### src/ptss_pkg.sv
// Shared types and constants for the prime test, prime sum and two-prime split block.
package ptss_pkg;

    localparam int SumBits  = 40;
    localparam int PartBits = 16;
    localparam logic [SumBits-1:0] SumMax = {SumBits{1'b1}};

    typedef enum logic [1:0] {
        OP_PRIME = 2'd0,
        OP_SUM   = 2'd1,
        OP_SPLIT = 2'd2,
        OP_NONE  = 2'd3
    } t_opcode;

    typedef enum logic [5:0] {
        S_IDLE = 6'b000001,
        S_CHK  = 6'b000010,
        S_TEST = 6'b000100,
        S_DIV  = 6'b001000,
        S_RET  = 6'b010000,
        S_OUT  = 6'b100000
    } t_state;

endpackage

### src/prime_test_sum_and_split.sv
// Top level: trial-division prime test, sum of first primes and two-prime split.
//
//  channel  signals                        direction  payload
//  in       i_in_valid / o_in_ready        input      i_opcode, i_operand
//  out      o_out_valid / i_out_ready      output     o_is_prime, o_prime_sum,
//                                                     o_first_part, o_second_part, o_no_pair
//
// One transaction at a time; o_in_ready is low from acceptance until the result is taken.
// Each trial division is one test step in S_TEST plus a bit-serial remainder in S_DIV;
// up to about sqrt(v) / 2 odd divisors are tried per tested value v. Sums and splits chain tests.
// Reset is synchronous, active low, and needs no clearing pass.
// A stalled output holds its result and blocks new input.
module prime_test_sum_and_split
    import ptss_pkg::*;
#(
    parameter int OPERAND_BITS = 16
) (
    input  logic                    i_clk,
    input  logic                    i_rst_n,
    input  logic                    i_in_valid,
    output logic                    o_in_ready,
    input  logic [1:0]              i_opcode,
    input  logic [OPERAND_BITS-1:0] i_operand,
    output logic                    o_out_valid,
    input  logic                    i_out_ready,
    output logic                    o_is_prime,
    output logic [SumBits-1:0]      o_prime_sum,
    output logic [PartBits-1:0]     o_first_part,
    output logic [PartBits-1:0]     o_second_part,
    output logic                    o_no_pair
);

    localparam int CandBits = (OPERAND_BITS > 24) ? OPERAND_BITS : 24;
    localparam int DivBits  = (CandBits + 1) / 2 + 1;
    localparam int SqBits   = CandBits + 1;

    t_state                  r_state, n_state;
    t_opcode                 r_op, n_op;
    logic [OPERAND_BITS-1:0] r_v, n_v;
    logic [OPERAND_BITS-1:0] r_a, n_a;
    logic [OPERAND_BITS-1:0] r_count, n_count;
    logic                    r_phase_b, n_phase_b;
    logic [CandBits-1:0]     r_cand, n_cand;
    logic [DivBits-1:0]      r_d, n_d;
    logic [SqBits-1:0]       r_sq, n_sq;
    logic                    r_isp, n_isp;
    logic [SumBits-1:0]      r_sum, n_sum;
    logic                    r_is_prime, n_is_prime;
    logic [PartBits-1:0]     r_first, n_first;
    logic [PartBits-1:0]     r_second, n_second;
    logic                    r_no_pair, n_no_pair;

    logic                    w_rem_start;
    logic                    w_rem_done;
    logic [DivBits-1:0]      w_rem;
    logic [SumBits:0]        w_sum_ext;
    logic [OPERAND_BITS-1:0] w_count_inc;
    logic [OPERAND_BITS-1:0] w_a_inc;

    ptss_rem #(
        .DIVIDEND_BITS (CandBits),
        .DIVISOR_BITS  (DivBits)
    ) u_rem (
        .i_clk      (i_clk),
        .i_rst_n    (i_rst_n),
        .i_start    (w_rem_start),
        .i_dividend (r_cand),
        .i_divisor  (r_d),
        .o_done     (w_rem_done),
        .o_rem      (w_rem)
    );

    assign w_sum_ext   = {1'b0, r_sum} + (SumBits + 1)'(r_cand);
    assign w_count_inc = r_count + OPERAND_BITS'(1);
    assign w_a_inc     = r_a + OPERAND_BITS'(1);

    always_comb begin
        n_state    = r_state;
        n_op       = r_op;
        n_v        = r_v;
        n_a        = r_a;
        n_count    = r_count;
        n_phase_b  = r_phase_b;
        n_cand     = r_cand;
        n_d        = r_d;
        n_sq       = r_sq;
        n_isp      = r_isp;
        n_sum      = r_sum;
        n_is_prime = r_is_prime;
        n_first    = r_first;
        n_second   = r_second;
        n_no_pair  = r_no_pair;
        w_rem_start = 1'b0;

        unique case (r_state)
            S_IDLE: begin
                if (i_in_valid) begin
                    n_op       = t_opcode'(i_opcode);
                    n_v        = i_operand;
                    n_is_prime = 1'b0;
                    n_sum      = '0;
                    n_first    = '0;
                    n_second   = '0;
                    n_no_pair  = 1'b0;
                    n_count    = '0;
                    n_phase_b  = 1'b0;
                    n_a        = OPERAND_BITS'(2);
                    unique case (t_opcode'(i_opcode))
                        OP_PRIME: begin
                            n_cand  = CandBits'(i_operand);
                            n_state = S_CHK;
                        end
                        OP_SUM: begin
                            n_cand  = CandBits'(2);
                            n_state = (i_operand == '0) ? S_OUT : S_CHK;
                        end
                        OP_SPLIT: begin
                            if (i_operand < OPERAND_BITS'(4)) begin
                                n_no_pair = 1'b1;
                                n_state   = S_OUT;
                            end else if (i_operand[0]) begin
                                n_cand  = CandBits'(i_operand - OPERAND_BITS'(2));
                                n_state = S_CHK;
                            end else begin
                                n_cand  = CandBits'(2);
                                n_state = S_CHK;
                            end
                        end
                        default: begin
                            n_state = S_OUT;
                        end
                    endcase
                end
            end
            S_CHK: begin
                priority if (r_cand < CandBits'(2)) begin
                    n_isp   = 1'b0;
                    n_state = S_RET;
                end else if (r_cand < CandBits'(4)) begin
                    n_isp   = 1'b1;
                    n_state = S_RET;
                end else if (!r_cand[0]) begin
                    n_isp   = 1'b0;
                    n_state = S_RET;
                end else begin
                    n_d     = DivBits'(3);
                    n_sq    = SqBits'(9);
                    n_state = S_TEST;
                end
            end
            S_TEST: begin
                if (r_sq > {1'b0, r_cand}) begin
                    n_isp   = 1'b1;
                    n_state = S_RET;
                end else begin
                    w_rem_start = 1'b1;
                    n_state     = S_DIV;
                end
            end
            S_DIV: begin
                if (w_rem_done) begin
                    if (w_rem == '0) begin
                        n_isp   = 1'b0;
                        n_state = S_RET;
                    end else begin
                        // (d + 2)^2 = d^2 + 4d + 4
                        n_d     = r_d + DivBits'(2);
                        n_sq    = r_sq + SqBits'({r_d, 2'b00}) + SqBits'(4);
                        n_state = S_TEST;
                    end
                end
            end
            S_RET: begin
                unique case (r_op)
                    OP_PRIME: begin
                        n_is_prime = r_isp;
                        n_state    = S_OUT;
                    end
                    OP_SUM: begin
                        if (r_isp) begin
                            n_count = w_count_inc;
                            if (w_sum_ext[SumBits]) begin
                                n_sum   = SumMax;
                                n_state = S_OUT;
                            end else begin
                                n_sum   = w_sum_ext[SumBits-1:0];
                                n_cand  = r_cand + CandBits'(1);
                                n_state = (w_count_inc == r_v) ? S_OUT : S_CHK;
                            end
                        end else begin
                            n_cand  = r_cand + CandBits'(1);
                            n_state = S_CHK;
                        end
                    end
                    OP_SPLIT: begin
                        if (r_v[0]) begin
                            if (r_isp) begin
                                n_first  = PartBits'(2);
                                n_second = PartBits'(r_cand);
                            end else begin
                                n_no_pair = 1'b1;
                            end
                            n_state = S_OUT;
                        end else if (r_isp && !r_phase_b) begin
                            n_phase_b = 1'b1;
                            n_cand    = CandBits'(r_v - r_a);
                            n_state   = S_CHK;
                        end else if (r_isp) begin
                            n_first  = PartBits'(r_a);
                            n_second = PartBits'(r_cand);
                            n_state  = S_OUT;
                        end else if (w_a_inc > (r_v >> 1)) begin
                            n_no_pair = 1'b1;
                            n_state   = S_OUT;
                        end else begin
                            n_a       = w_a_inc;
                            n_phase_b = 1'b0;
                            n_cand    = CandBits'(w_a_inc);
                            n_state   = S_CHK;
                        end
                    end
                    default: begin
                        n_state = S_OUT;
                    end
                endcase
            end
            S_OUT: begin
                if (i_out_ready) begin
                    n_state = S_IDLE;
                end
            end
            default: begin
                n_state = S_IDLE;
            end
        endcase
    end

    always_ff @(posedge i_clk) begin
        if (!i_rst_n) begin
            r_state <= S_IDLE;
        end else begin
            r_state <= n_state;
        end
    end

    always_ff @(posedge i_clk) begin
        r_op       <= n_op;
        r_v        <= n_v;
        r_a        <= n_a;
        r_count    <= n_count;
        r_phase_b  <= n_phase_b;
        r_cand     <= n_cand;
        r_d        <= n_d;
        r_sq       <= n_sq;
        r_isp      <= n_isp;
        r_sum      <= n_sum;
        r_is_prime <= n_is_prime;
        r_first    <= n_first;
        r_second   <= n_second;
        r_no_pair  <= n_no_pair;
    end

    assign o_in_ready    = (r_state == S_IDLE);
    assign o_out_valid   = (r_state == S_OUT);
    assign o_is_prime    = r_is_prime;
    assign o_prime_sum   = r_sum;
    assign o_first_part  = r_first;
    assign o_second_part = r_second;
    assign o_no_pair     = r_no_pair;

endmodule

### src/ptss_rem.sv
// Bit-serial restoring remainder unit: one dividend bit per cycle.
module ptss_rem #(
    parameter int DIVIDEND_BITS = 24,
    parameter int DIVISOR_BITS  = 13
) (
    input  logic                     i_clk,
    input  logic                     i_rst_n,
    input  logic                     i_start,
    input  logic [DIVIDEND_BITS-1:0] i_dividend,
    input  logic [DIVISOR_BITS-1:0]  i_divisor,
    output logic                     o_done,
    output logic [DIVISOR_BITS-1:0]  o_rem
);

    localparam int CntBits = $clog2(DIVIDEND_BITS + 1);

    logic                     r_busy;
    logic                     r_done;
    logic [CntBits-1:0]       r_cnt;
    logic [DIVIDEND_BITS-1:0] r_shift;
    logic [DIVISOR_BITS-1:0]  r_rem;
    logic [DIVISOR_BITS:0]    w_shifted;
    logic [DIVISOR_BITS:0]    w_diff;

    assign w_shifted = {r_rem, r_shift[DIVIDEND_BITS-1]};
    assign w_diff    = w_shifted - {1'b0, i_divisor};

    always_ff @(posedge i_clk) begin
        if (!i_rst_n) begin
            r_busy <= 1'b0;
            r_done <= 1'b0;
            r_cnt  <= '0;
        end else begin
            r_done <= 1'b0;
            if (i_start) begin
                r_busy <= 1'b1;
                r_cnt  <= CntBits'(DIVIDEND_BITS);
            end else if (r_busy) begin
                r_cnt <= r_cnt - CntBits'(1);
                if (r_cnt == CntBits'(1)) begin
                    r_busy <= 1'b0;
                    r_done <= 1'b1;
                end
            end
        end
    end

    always_ff @(posedge i_clk) begin
        if (i_start) begin
            r_shift <= i_dividend;
            r_rem   <= '0;
        end else if (r_busy) begin
            r_shift <= {r_shift[DIVIDEND_BITS-2:0], 1'b0};
            if (!w_diff[DIVISOR_BITS]) begin
                r_rem <= w_diff[DIVISOR_BITS-1:0];
            end else begin
                r_rem <= w_shifted[DIVISOR_BITS-1:0];
            end
        end
    end

    assign o_done = r_done;
    assign o_rem  = r_rem;

endmodule
### config.mk
export PLATFORM = sky130hd
export DESIGN_NAME = prime_test_sum_and_split
export DESIGN_NICKNAME = d
export VERILOG_FILES = /design/src/ptss_pkg.sv /design/src/prime_test_sum_and_split.sv /design/src/ptss_rem.sv
export SDC_FILE = /design/constraint.sdc
export NUM_CORES = 1
export LEC_CHECK = 0
export BUFFER_PORTS_ARGS = -buffer_cell sky130_fd_sc_hd__buf_2
export CORE_MARGIN = 10
export CORE_UTILIZATION = 56
export DETAILED_ROUTE_END_ITERATION = 7
export PLACE_DENSITY = 0.77
export SETUP_SLACK_MARGIN = 0.5
export SYNTH_ARGS = -nofsm -noshare
export SYNTH_HDL_FRONTEND = slang
export SYNTH_SLANG_ARGS = --single-unit
### constraint.sdc
create_clock -name i_clk -period 5.25 [get_ports i_clk]
set_input_delay 0.7875 -clock i_clk [delete_from_list [all_inputs] [get_ports i_clk]]
set_output_delay 0.7875 -clock i_clk [all_outputs]
set_load 0.005 [all_outputs]
# Word-level counts from Yosys, hierarchy flattened
# Index checks and enable logic that the tools add are counted.
word_totals:
  wordCells: 212
  inputBits: 22
  ram_bits: 0
  n_memories: 0
  regBits: 238
  romBits: 0
  out_inout_bits: 76
  latchBits: 0
op_classes:
  n_reduce_logical: 24
  div_mod_pow: 0
  n_bitwise: 2
  shifts: 0
  mux: 108
  multipliers: 0
  n_addsub: 11
  n_eq_ne: 41
  order_cmp: 5
ops:
  columns: ["cell", "n"]
  rows:
  - ["2-to-1 mux 16 bit", 18]
  - ["2-to-1 mux 24 bit", 11]
  - ["2-to-1 mux 40 bit", 4]
  - ["case mux 16 bit (2 select lines)", 4]
  - ["2-to-1 mux 25 bit", 5]
  - ["case mux 24 bit (2 select lines)", 2]
  - ["case mux 40 bit (2 select lines)", 1]
  - ["2-to-1 mux 13 bit", 6]
  - ["2-to-1 mux 6 bit", 12]
  - ["case mux 24 bit (3 select lines)", 1]
  - ["case mux 25 bit (2 select lines)", 1]
  - ["adder 40 x 24 -> 41 bit", 1]
  - ["case mux 6 bit (6 select lines)", 1]
  - ["2-to-1 mux 5 bit", 7]
  - ["adder 16 x 1 -> 16 bit (second input constant)", 2]
  - ["2-to-1 mux 1 bit", 28]
  - ["inequality test 2 bit (second input constant)", 13]
  - ["case mux 13 bit (2 select lines)", 1]
  - ["adder 25 x 15 -> 25 bit", 1]
  - ["adder 25 x 3 -> 25 bit (second input constant)", 1]
  - ["> comparator 25 x 24 -> 1 bit", 1]
  - ["adder 24 x 1 -> 24 bit (second input constant)", 1]
  - ["< comparator 24 x 2 -> 1 bit (second input constant)", 1]
  - ["< comparator 24 x 3 -> 1 bit (second input constant)", 1]
  - ["43 further kinds", 67]

# Longest topological paths before layout
# Gate-level depths: netlist of the first run.
depth:
  ltp_word: 8
  ltp_mapped: 16
  depth_no_buf: 16

# By module
# Synthesis of the first run repeated with hierarchy kept, for this count alone.
unflattened:
  hier_cells: 1709
  area_unflattened_um2: 16410.7
by_module_without_submodules:
  columns: ["module", "cells_per_inst", "n_inst", "area_per_inst_um2", "seq_area_each_um2"]
  rows:
  - ["prime_test_sum_and_split", 1448, 1, 13779.5, 5645.4]
  - ["ptss_rem", 261, 1, 2631.3, 1121.1]

# Worst setup path before layout of the first run
# OpenSTA, ideal clock, no wires.
synth_timing:
  path_type: "register -> register"
  from: "register r_a[2]"
  to: "register r_cand[0] (enable)"
  path_buffers: 0
  setup_slack_ps: 57
  t_required_ps: 4808
  synth_period_minus_slack_ps: 5193
  setup_ps: 442
  path_stages_with_launch: 15
  arrival_time_ps: 4751
  cell_sequence: "edfxtp_1 and3_1 and3_1 nand3_1 nor4_1 xnor2_1 inv_1 ha_1 nand3_1 or4_1 nand2_1 a41oi_1 o21ai_0 a21oi_1 a211oi_1"
synth_between:
  elab_chain_cells: 4
synth_lines:
  columns: ["item", "line", "source"]
  rows:
  - ["from (decl)", "prime_test_sum_and_split.sv:40", "logic [OPERAND_BITS-1:0] r_a, n_a;"]
  - ["from (signal assigned)", "prime_test_sum_and_split.sv:249", "r_a <= n_a;"]
  - ["adder 16 x 1 -> 16 bit", "prime_test_sum_and_split.sv:75", "assign w_a_inc = r_a + OPERAND_BITS'(1);"]
  - ["via w_a_inc[13]", "prime_test_sum_and_split.sv:58", "logic [OPERAND_BITS-1:0] w_a_inc;"]
  - ["> comparator 16 x 15 -> 1 bit", "prime_test_sum_and_split.sv:212", "end else if (w_a_inc > (r_v >> 1)) begin"]
  - ["inequality test 4 bit (no source line)", null, null]
  - ["AND reduction 9 bit (no source line)", null, null]
  - ["to (signal assigned)", "prime_test_sum_and_split.sv:252", "r_cand <= n_cand;"]
  - ["to (decl)", "prime_test_sum_and_split.sv:43", "logic [CandBits-1:0] r_cand, n_cand;"]
# The timed path passes the listed nets, and every way through them passes these cells.
# A chain may end at the register's enable or synchronous reset.

# Worst setup path after layout of the first run
layout_timing:
  from: "register r_cand[0]"
  to: "register r_cand[13] (enable)"
layout_between:
  elab_chain_cells: 3
layout_lines:
  columns: ["item", "line", "source"]
  rows:
  - ["adder 40 x 24 -> 41 bit", "prime_test_sum_and_split.sv:73", "assign w_sum_ext = {1'b0, r_sum} + (SumBits + 1)'(r_cand);"]
  - ["inequality test 4 bit (no source line)", null, null]
  - ["AND reduction 9 bit (no source line)", null, null]
# No other way between the ends.

==> impl_results.md, run 1 <==
* Endpoints failing setup at 0
* Actual slew at the worst max-slew pin at 1.14 ns
* Avg Cell Area, Syn at 9.46 um^2
* Worst Path Buf+Inv at 2
* Fin. max-slew vios at 0
* Top FF cell, synth: edfxtp_1
* Largest net degree at the start of global routing at 67
* Worst Reg-to-Reg Cells at 12
* Synth top area cells: edfxtp_1 39%, ha_1 10%, xnor2_1 5.3%, nor2_1 4.1%, a21oi_1 4.0%
* Die width at 188 um
* Critical Path Fanout Max at 18
* #FFs+latches synth at 234
* R2r setup slk at 1.12 ns
* Initial antenna violation count at 1
* RSZ-0062 raised after global routing: no
* Antenna cells at 0
* Postcts setup bufs at 0
* Slew headroom at 0.242
* R2R Path End: r_cand[13]$_DFFE_PP_
* Post-route insts no fill at 2157
* NumNets Final at 1915
* DRC at 0
* Mapped cell area at 0.0159 mm^2
* I/O pin total at 98
* DR vias/cell at 6.14
* Share of cells above drive strength 1 at 0.0961
* HPWL after DPL at 32000 um
* DRT Pass-1 Iters at 6
* Syn-to-layout area delta at 10.4%
* Final Cycle Share at 0.787
* Cell taking the most area after synthesis: edfxtp_1
* Post-synth EDFFs at 208
* CTS root buffer: clkbuf_16
* Max Freq at 242 MHz
* Hold WS at 0.468 ns
* Fin area at 0.0175 mm^2
* Vias in the first global route at 12600
* Synth warnings at 0
* Post_cts resized at 0
* Hold buffers post-CTS at 0
* Family with the most delay on the worst path: compound AO/OA/AOI/OAI gates
* Max Cap Viol at 0
* Row count at 61
* Worst-path clk slew at 0.06 ns
* H-tree levels at 1
* Status: finished clean
* Sum of negative setup slack at 0 ns
* Reg-to-Reg Start: r_cand[0]$_DFFE_PP_
* Hold Crit Start: i_operand[2]
* Initial Utilization at 0.570
* CP endpoint kind: flip-flop
* Routability cong. at 0.975
* Startpoint types: flip-flop
* WP data arrival at 4.42 ns
* Antenna-violating nets left at 0
* Worst-Skew Late Latency at 0.55 ns
* Post-synth top area share at 0.394
* Port buffer count at 97
* Critical path type: reg2reg
* Hold WC Path Type: in2reg
* Cell with the most instances after synthesis: edfxtp_1
* Worst clock skew at 0.0173 ns
* Vias at 13200
* Worst path cell trace: ha_1 > inv_1 > fa_1 > nor2b_1 > o31a_1 > o21ai_0 > a2111oi_0 > o21bai_1 > a211o_1 > nor2_1 > a211oi_4 > buf_4
* Slowest CP cell: a2111oi_0
* GRT Resource Usage Total at 0.233
* CTS Sinks at 234
* Hold Path Stages at 1
* Min-Delay Endpoint: r_v[2]$_DFFE_PP_
* Critical Path Max Stage Delay at 0.64 ns
* Die Area at 0.0355 mm^2
* Post-synthesis async set-or-reset flop share at 0
* Top post-synthesis cells by count: 208 x edfxtp_1, 174 x nor2_1, 128 x a21oi_1, 127 x ha_1, 122 x o21ai_0
* Grt ovf at 0
* Library cells used by synthesis at 77
* Filler cells at 2292
* Inst Count DP at 2112
* Power Density at 272 mW/mm^2
* Synthesized Nets at 1830
* Core area at 0.0279 mm^2
* Worst Path Required at 5.54 ns
* First-pass GRT wire length at 67700 um
* Cell Area, Placed at 0.0167 mm^2
* DR iter-0 viols at 1201
* Wire length per cell at 19.9 um
* Hold Vio Cnt, Final at 0
* Wirelength, routed at 43000 um
* Register area share after synthesis at 0.426
* CTS tree: done
* Post-layout min period at 4.13 ns
* Die Height at 188 um
* Max IR drop VDD at 0.000215 V
* Post-Syn Instances at 1677
* CTS Buf Count at 26
* Leak pwr at 7.12 nW
* CTS Buffer Depth at 3
==> state kept, by name, summed over array words and instances, names as in the netlist, 2 cells and up <==
register,count
o_second_part,16
u_rem.r_shift,24
r_v,16
o_first_part,16
r_count,16
r_d,12
r_cand,24
r_state,6
r_op,2
u_rem.o_rem,13
u_rem.r_cnt,5
r_sq,22
r_a,16
o_prime_sum,40
==> cells by family after synthesis <==
group / synth area share
AO/OA/AOI/OAI: 0.156
XOR/XNOR: 0.0739
adder cells (fa/ha/maj): 0.105
buffers and inverters: 0.0416
flip-flops: 0.426
multiplexers: 0.0184
AND/OR/NAND/NOR: 0.178
==> power breakdown <==
group          internal [W]  leakage [nW]  total (W)  switching [W]
Combinational      0.000304          4.56   0.000782       0.000478
Clock               0.00100         0.388    0.00175       0.000747
Sequential          0.00213          2.17    0.00223       0.000109
Total               0.00343          7.12    0.00477        0.00133
==> worst reg2reg max path: cells and delay by family, from the launching register on <==
family,cells,cell delay [ns]
buffers and inverters,2,0.28
flip-flops,1,0.55
adder cells (fa/ha/maj),2,0.66
AND/OR/NAND/NOR,2,0.47
AO/OA/AOI/OAI,6,1.91
==> per-stage QoR <==
stage                     worst slack, ns  total power [W]   util
after CTS                            1.16          0.00477  0.629
after detailed placement             1.17          0.00304  0.600
after global routing                0.815          0.00495  0.629
after global placement               1.23          0.00302  0.600
after floorplan                     0.883          0.00277      -
final                                1.12          0.00477  0.629
==> how the worst max path moves through the flow <==
stage                               from                   end  depth (start not counted)
finish               r_cand[0]$_DFFE_PP_  r_cand[13]$_DFFE_PP_                         12
global placement    r_a[2]$_SDFFCE_PN0P_   r_cand[3]$_DFFE_PP_                         15
detailed placement  r_a[2]$_SDFFCE_PN0P_   r_cand[1]$_DFFE_PP_                         15
floorplan           r_a[2]$_SDFFCE_PN0P_   r_cand[0]$_DFFE_PP_                         14
CTS                 r_a[2]$_SDFFCE_PN0P_  r_cand[13]$_DFFE_PP_                         15
global route        r_a[2]$_SDFFCE_PN0P_  r_cand[13]$_DFFE_PP_                         15
==> metal layers <==
metal,global-route usage,vias up,part of all wire
met1,0.307,6284,0.43
met5,0,-,0.00016
li1,-,6296,-
met4,0.0763,2,0.030
met2,0.380,570,0.46
met3,0.0434,89,0.086
==> final cells by class <==
type                       count  area (um^2)  area share
inverter                     108          405      0.0231
tap                          378          473      0.0270
sequential                   234         6770       0.386
clock buffer                  31          669      0.0382
clock inverter                14          126     0.00721
multi-input combinational   1279         8480       0.484
timing repair buffer         113          606      0.0346
==> placed cells by master, fill, tap and decap left out, types with 16 or more instances in the layout <==
cell type | synthesis | layout
a211oi_1 | 22 | 21
a21o_1 | 26 | 26
a21oi_1 | 128 | 128
and3_1 | 23 | 23
buf_2 | 0 | 97
buf_4 | 0 | 16
clkbuf_16 | 0 | 26
dfxtp_1 | 26 | 26
edfxtp_1 | 208 | 208
ha_1 | 127 | 127
inv_1 | 108 | 108
mux2i_1 | 28 | 28
nand2_1 | 117 | 116
nand2b_1 | 18 | 18
nand3_1 | 65 | 65
nand4_1 | 26 | 26
nor2_1 | 174 | 174
nor2b_1 | 23 | 22
nor3_1 | 44 | 44
nor4_1 | 20 | 20
o21ai_0 | 122 | 121
xnor2_1 | 96 | 96
xor2_1 | 36 | 36
No activity file was read; power rests on OpenSTA's default activity.
==> run 2: changes to the inputs <==
--- a/config.mk
+++ b/config.mk
@@ -7,9 +7,9 @@
 export LEC_CHECK = 0
 export BUFFER_PORTS_ARGS = -buffer_cell sky130_fd_sc_hd__buf_2
 export CORE_MARGIN = 10
-export CORE_UTILIZATION = 56
+export CORE_UTILIZATION = 62
 export DETAILED_ROUTE_END_ITERATION = 7
-export PLACE_DENSITY = 0.77
+export PLACE_DENSITY = 0.81
 export SETUP_SLACK_MARGIN = 0.5
 export SYNTH_ARGS = -nofsm -noshare
 export SYNTH_HDL_FRONTEND = slang
==> constraint.sdc (replaced) <==
create_clock -name i_clk -period 4.2 [get_ports i_clk]
set_input_delay 0.63 -clock i_clk [delete_from_list [all_inputs] [get_ports i_clk]]
set_output_delay 0.63 -clock i_clk [all_outputs]
set_load 0.005 [all_outputs]
==> run 2 against run 1 <==
- via count grew 2.2%
- fmax up 12%
- flip-flop and latch count stayed put
- core utilization up 8.9 points
- critical path type unchanged
- largest cell class unchanged
==> impl_results.md, run 2 (synthesis results as in run 1) <==
* Critical Path Fanout Max at 6
* Hold WC Path Type: in2reg
* Die Area at 0.0324 mm^2
* GRT Resource Usage Total at 0.261
* Startpoint types: flip-flop
* CTS tree: done
* Util after Layout at 0.718
* Critical Path Max Stage Delay at 0.56 ns
* Worst-path clk slew at 0.06 ns
* Hold buffers post-CTS at 0
* Antenna-violating nets left at 0
* DR vias/cell at 6.28
* Hold Vio Cnt, Final at 0
* Vias in the first global route at 13000
* Fin area at 0.0181 mm^2
* Post-layout min period at 3.68 ns
* Worst clock skew at 0.0132 ns
* Core area at 0.0252 mm^2
* HPWL after DPL at 32300 um
* Met1 WL at 19100 um
* Slew headroom at 0.271
* Cell Area, Placed at 0.0169 mm^2
* Die Height at 180 um
* Die width at 180 um
* CTS Sinks at 234
* Wirelength, routed at 44200 um
* DR iter-0 viols at 1549
* Max Freq at 272 MHz
* DRT Pass-1 Iters at 6
* Row count at 58
* Status: finished clean
* Family with the most delay on the worst path: simple AND/OR/NAND/NOR gates
* CTS Buf Count at 28
* Worst Path Buf+Inv at 3
* Largest net degree at the start of global routing at 63
* Fin. max-slew vios at 0
* Vias at 13500
* H-tree levels at 1
* Initial Utilization at 0.630
* Final Cycle Share at 0.875
* Actual slew at the worst max-slew pin at 1.09 ns
* DRC at 0
* Antenna cells at 0
* Max IR drop VDD at 0.000276 V
* CTS root buffer: clkbuf_16
* Post-route insts no fill at 2154
* Max reg flops at 40
* Endpoints failing setup at 0
* Initial antenna violation count at 0
* Worst-Skew Late Latency at 0.56 ns
* RSZ-0062 raised after global routing: yes
* Most frequent cells in the layout: 208 x edfxtp_1, 172 x nor2_1, 126 x a21oi_1
* Worst Path Required at 4.47 ns
* WL met3 at 3830 um
* Sum of negative setup slack at 0 ns
* Routability cong. at 0.939
* Slowest CP cell: or4_4
* Commonest non-fill, non-tap cell in the layout: edfxtp_1
* Leak pwr at 7.38 nW
* Share of cells above drive strength 1 at 0.130
* Max Cap Viol at 0
* NumNets Final at 1956
* Power Density at 343 mW/mm^2
* CP endpoint kind: flip-flop
* I/O pin total at 98
* Top Metal Used: met4
* CTS Buffer Depth at 3
* DR WL met2 at 20000 um
* Inst Count DP at 2080
* Worst path cell trace: and3_4 > and3_4 > nand4_1 > nor2_1 > xnor2_1 > inv_1 > ha_4 > nand4_1 > or4_4 > nand2_4 > a41oi_4 > o21ai_2 > a21oi_2 > a211oi_4 > buf_6 > clkbuf_16
* Hold WS at 0.292 ns
* First-pass GRT wire length at 69600 um
* Wire length per cell at 20.5 um
* Filler cells at 1862
* Syn-to-layout area delta at 14.0%
* Port buffer count at 97
* Critical path type: reg2reg
* Grt ovf at 0
* WP data arrival at 3.95 ns
-- run 2: cell types whose count changed in the layout (fill, tap and decap cells not counted), moves of 3 or more --
cell,previous run,this run
buf_4,16,49
clkbuf_16,26,29
clkinvlp_4,0,3
ha_1,127,124
xnor2_1,96,93
-- run 2: metrics by stage --
stage          power [W]  setup slack, ns
2_1_floorplan    0.00347            0.431
3_3_place_gp     0.00379            0.395
3_5_place_dp     0.00382            0.291
4_1_cts          0.00617            0.517
5_1_grt          0.00644            0.400
6_report         0.00620            0.523
-- run 2: final cells by class --
cell class,instances,area (um^2),share of cell area
Clock inverter,18,160,0.00885
Sequential cell,234,6770,0.374
Multi-Input combinational cell,1279,8660,0.479
Inverter,108,405,0.0224
Timing Repair Buffer,152,968,0.0535
Clock buffer,33,719,0.0398
Tap cell,330,413,0.0228
-- run 2: worst paths after layout --
check	startpoint	to	slack (ns)	depth (start not counted)
max	r_a[3]$_SDFFCE_PN0P_	r_cand[3]$_DFFE_PP_	0.52	16
min reg2reg	u_rem.r_cnt[1]$_SDFFE_PP0P_	u_rem.r_cnt[1]$_SDFFE_PP0P_	0.50	2
min	i_operand[2]	r_v[2]$_DFFE_PP_	0.29	1
max reg2reg	r_a[3]$_SDFFCE_PN0P_	r_cand[3]$_DFFE_PP_	0.52	16
-- run 2: routing by layer --
layer | global-route usage | vias up
met5 | 0 | -
met4 | 0.0867 | 0
met3 | 0.0476 | 102
met2 | 0.413 | 591
met1 | 0.354 | 6438
li1 | - | 6404
-- run 2: worst register-to-register path: cells and delay by family (launching register included) --
family | cells | cell delay, ns
AO/OA/AOI/OAI | 4 | 0.67
XOR/XNOR | 1 | 0.16
adder cells (fa/ha/maj) | 1 | 0.28
buffers and inverters | 3 | 0.43
flip-flops | 1 | 0.36
AND/OR/NAND/NOR | 7 | 1.49
-- run 2: what timing repair did --
action	CTS	global route
pin swaps	2	9
cloned	1	1
gates resized for setup	4	18
setup endpoints to repair	24	73
endpoints found under the hold margin	0	0
buffers inserted	9	12
-- run 2: where the power goes --
group | total, W | internal [W] | switching, W
Clock | 0.00234 | 0.00135 | 0.000995
Combinational | 0.00108 | 0.000434 | 0.000647
Sequential | 0.00278 | 0.00266 | 0.000120
Total | 0.00620 | 0.00444 | 0.00176
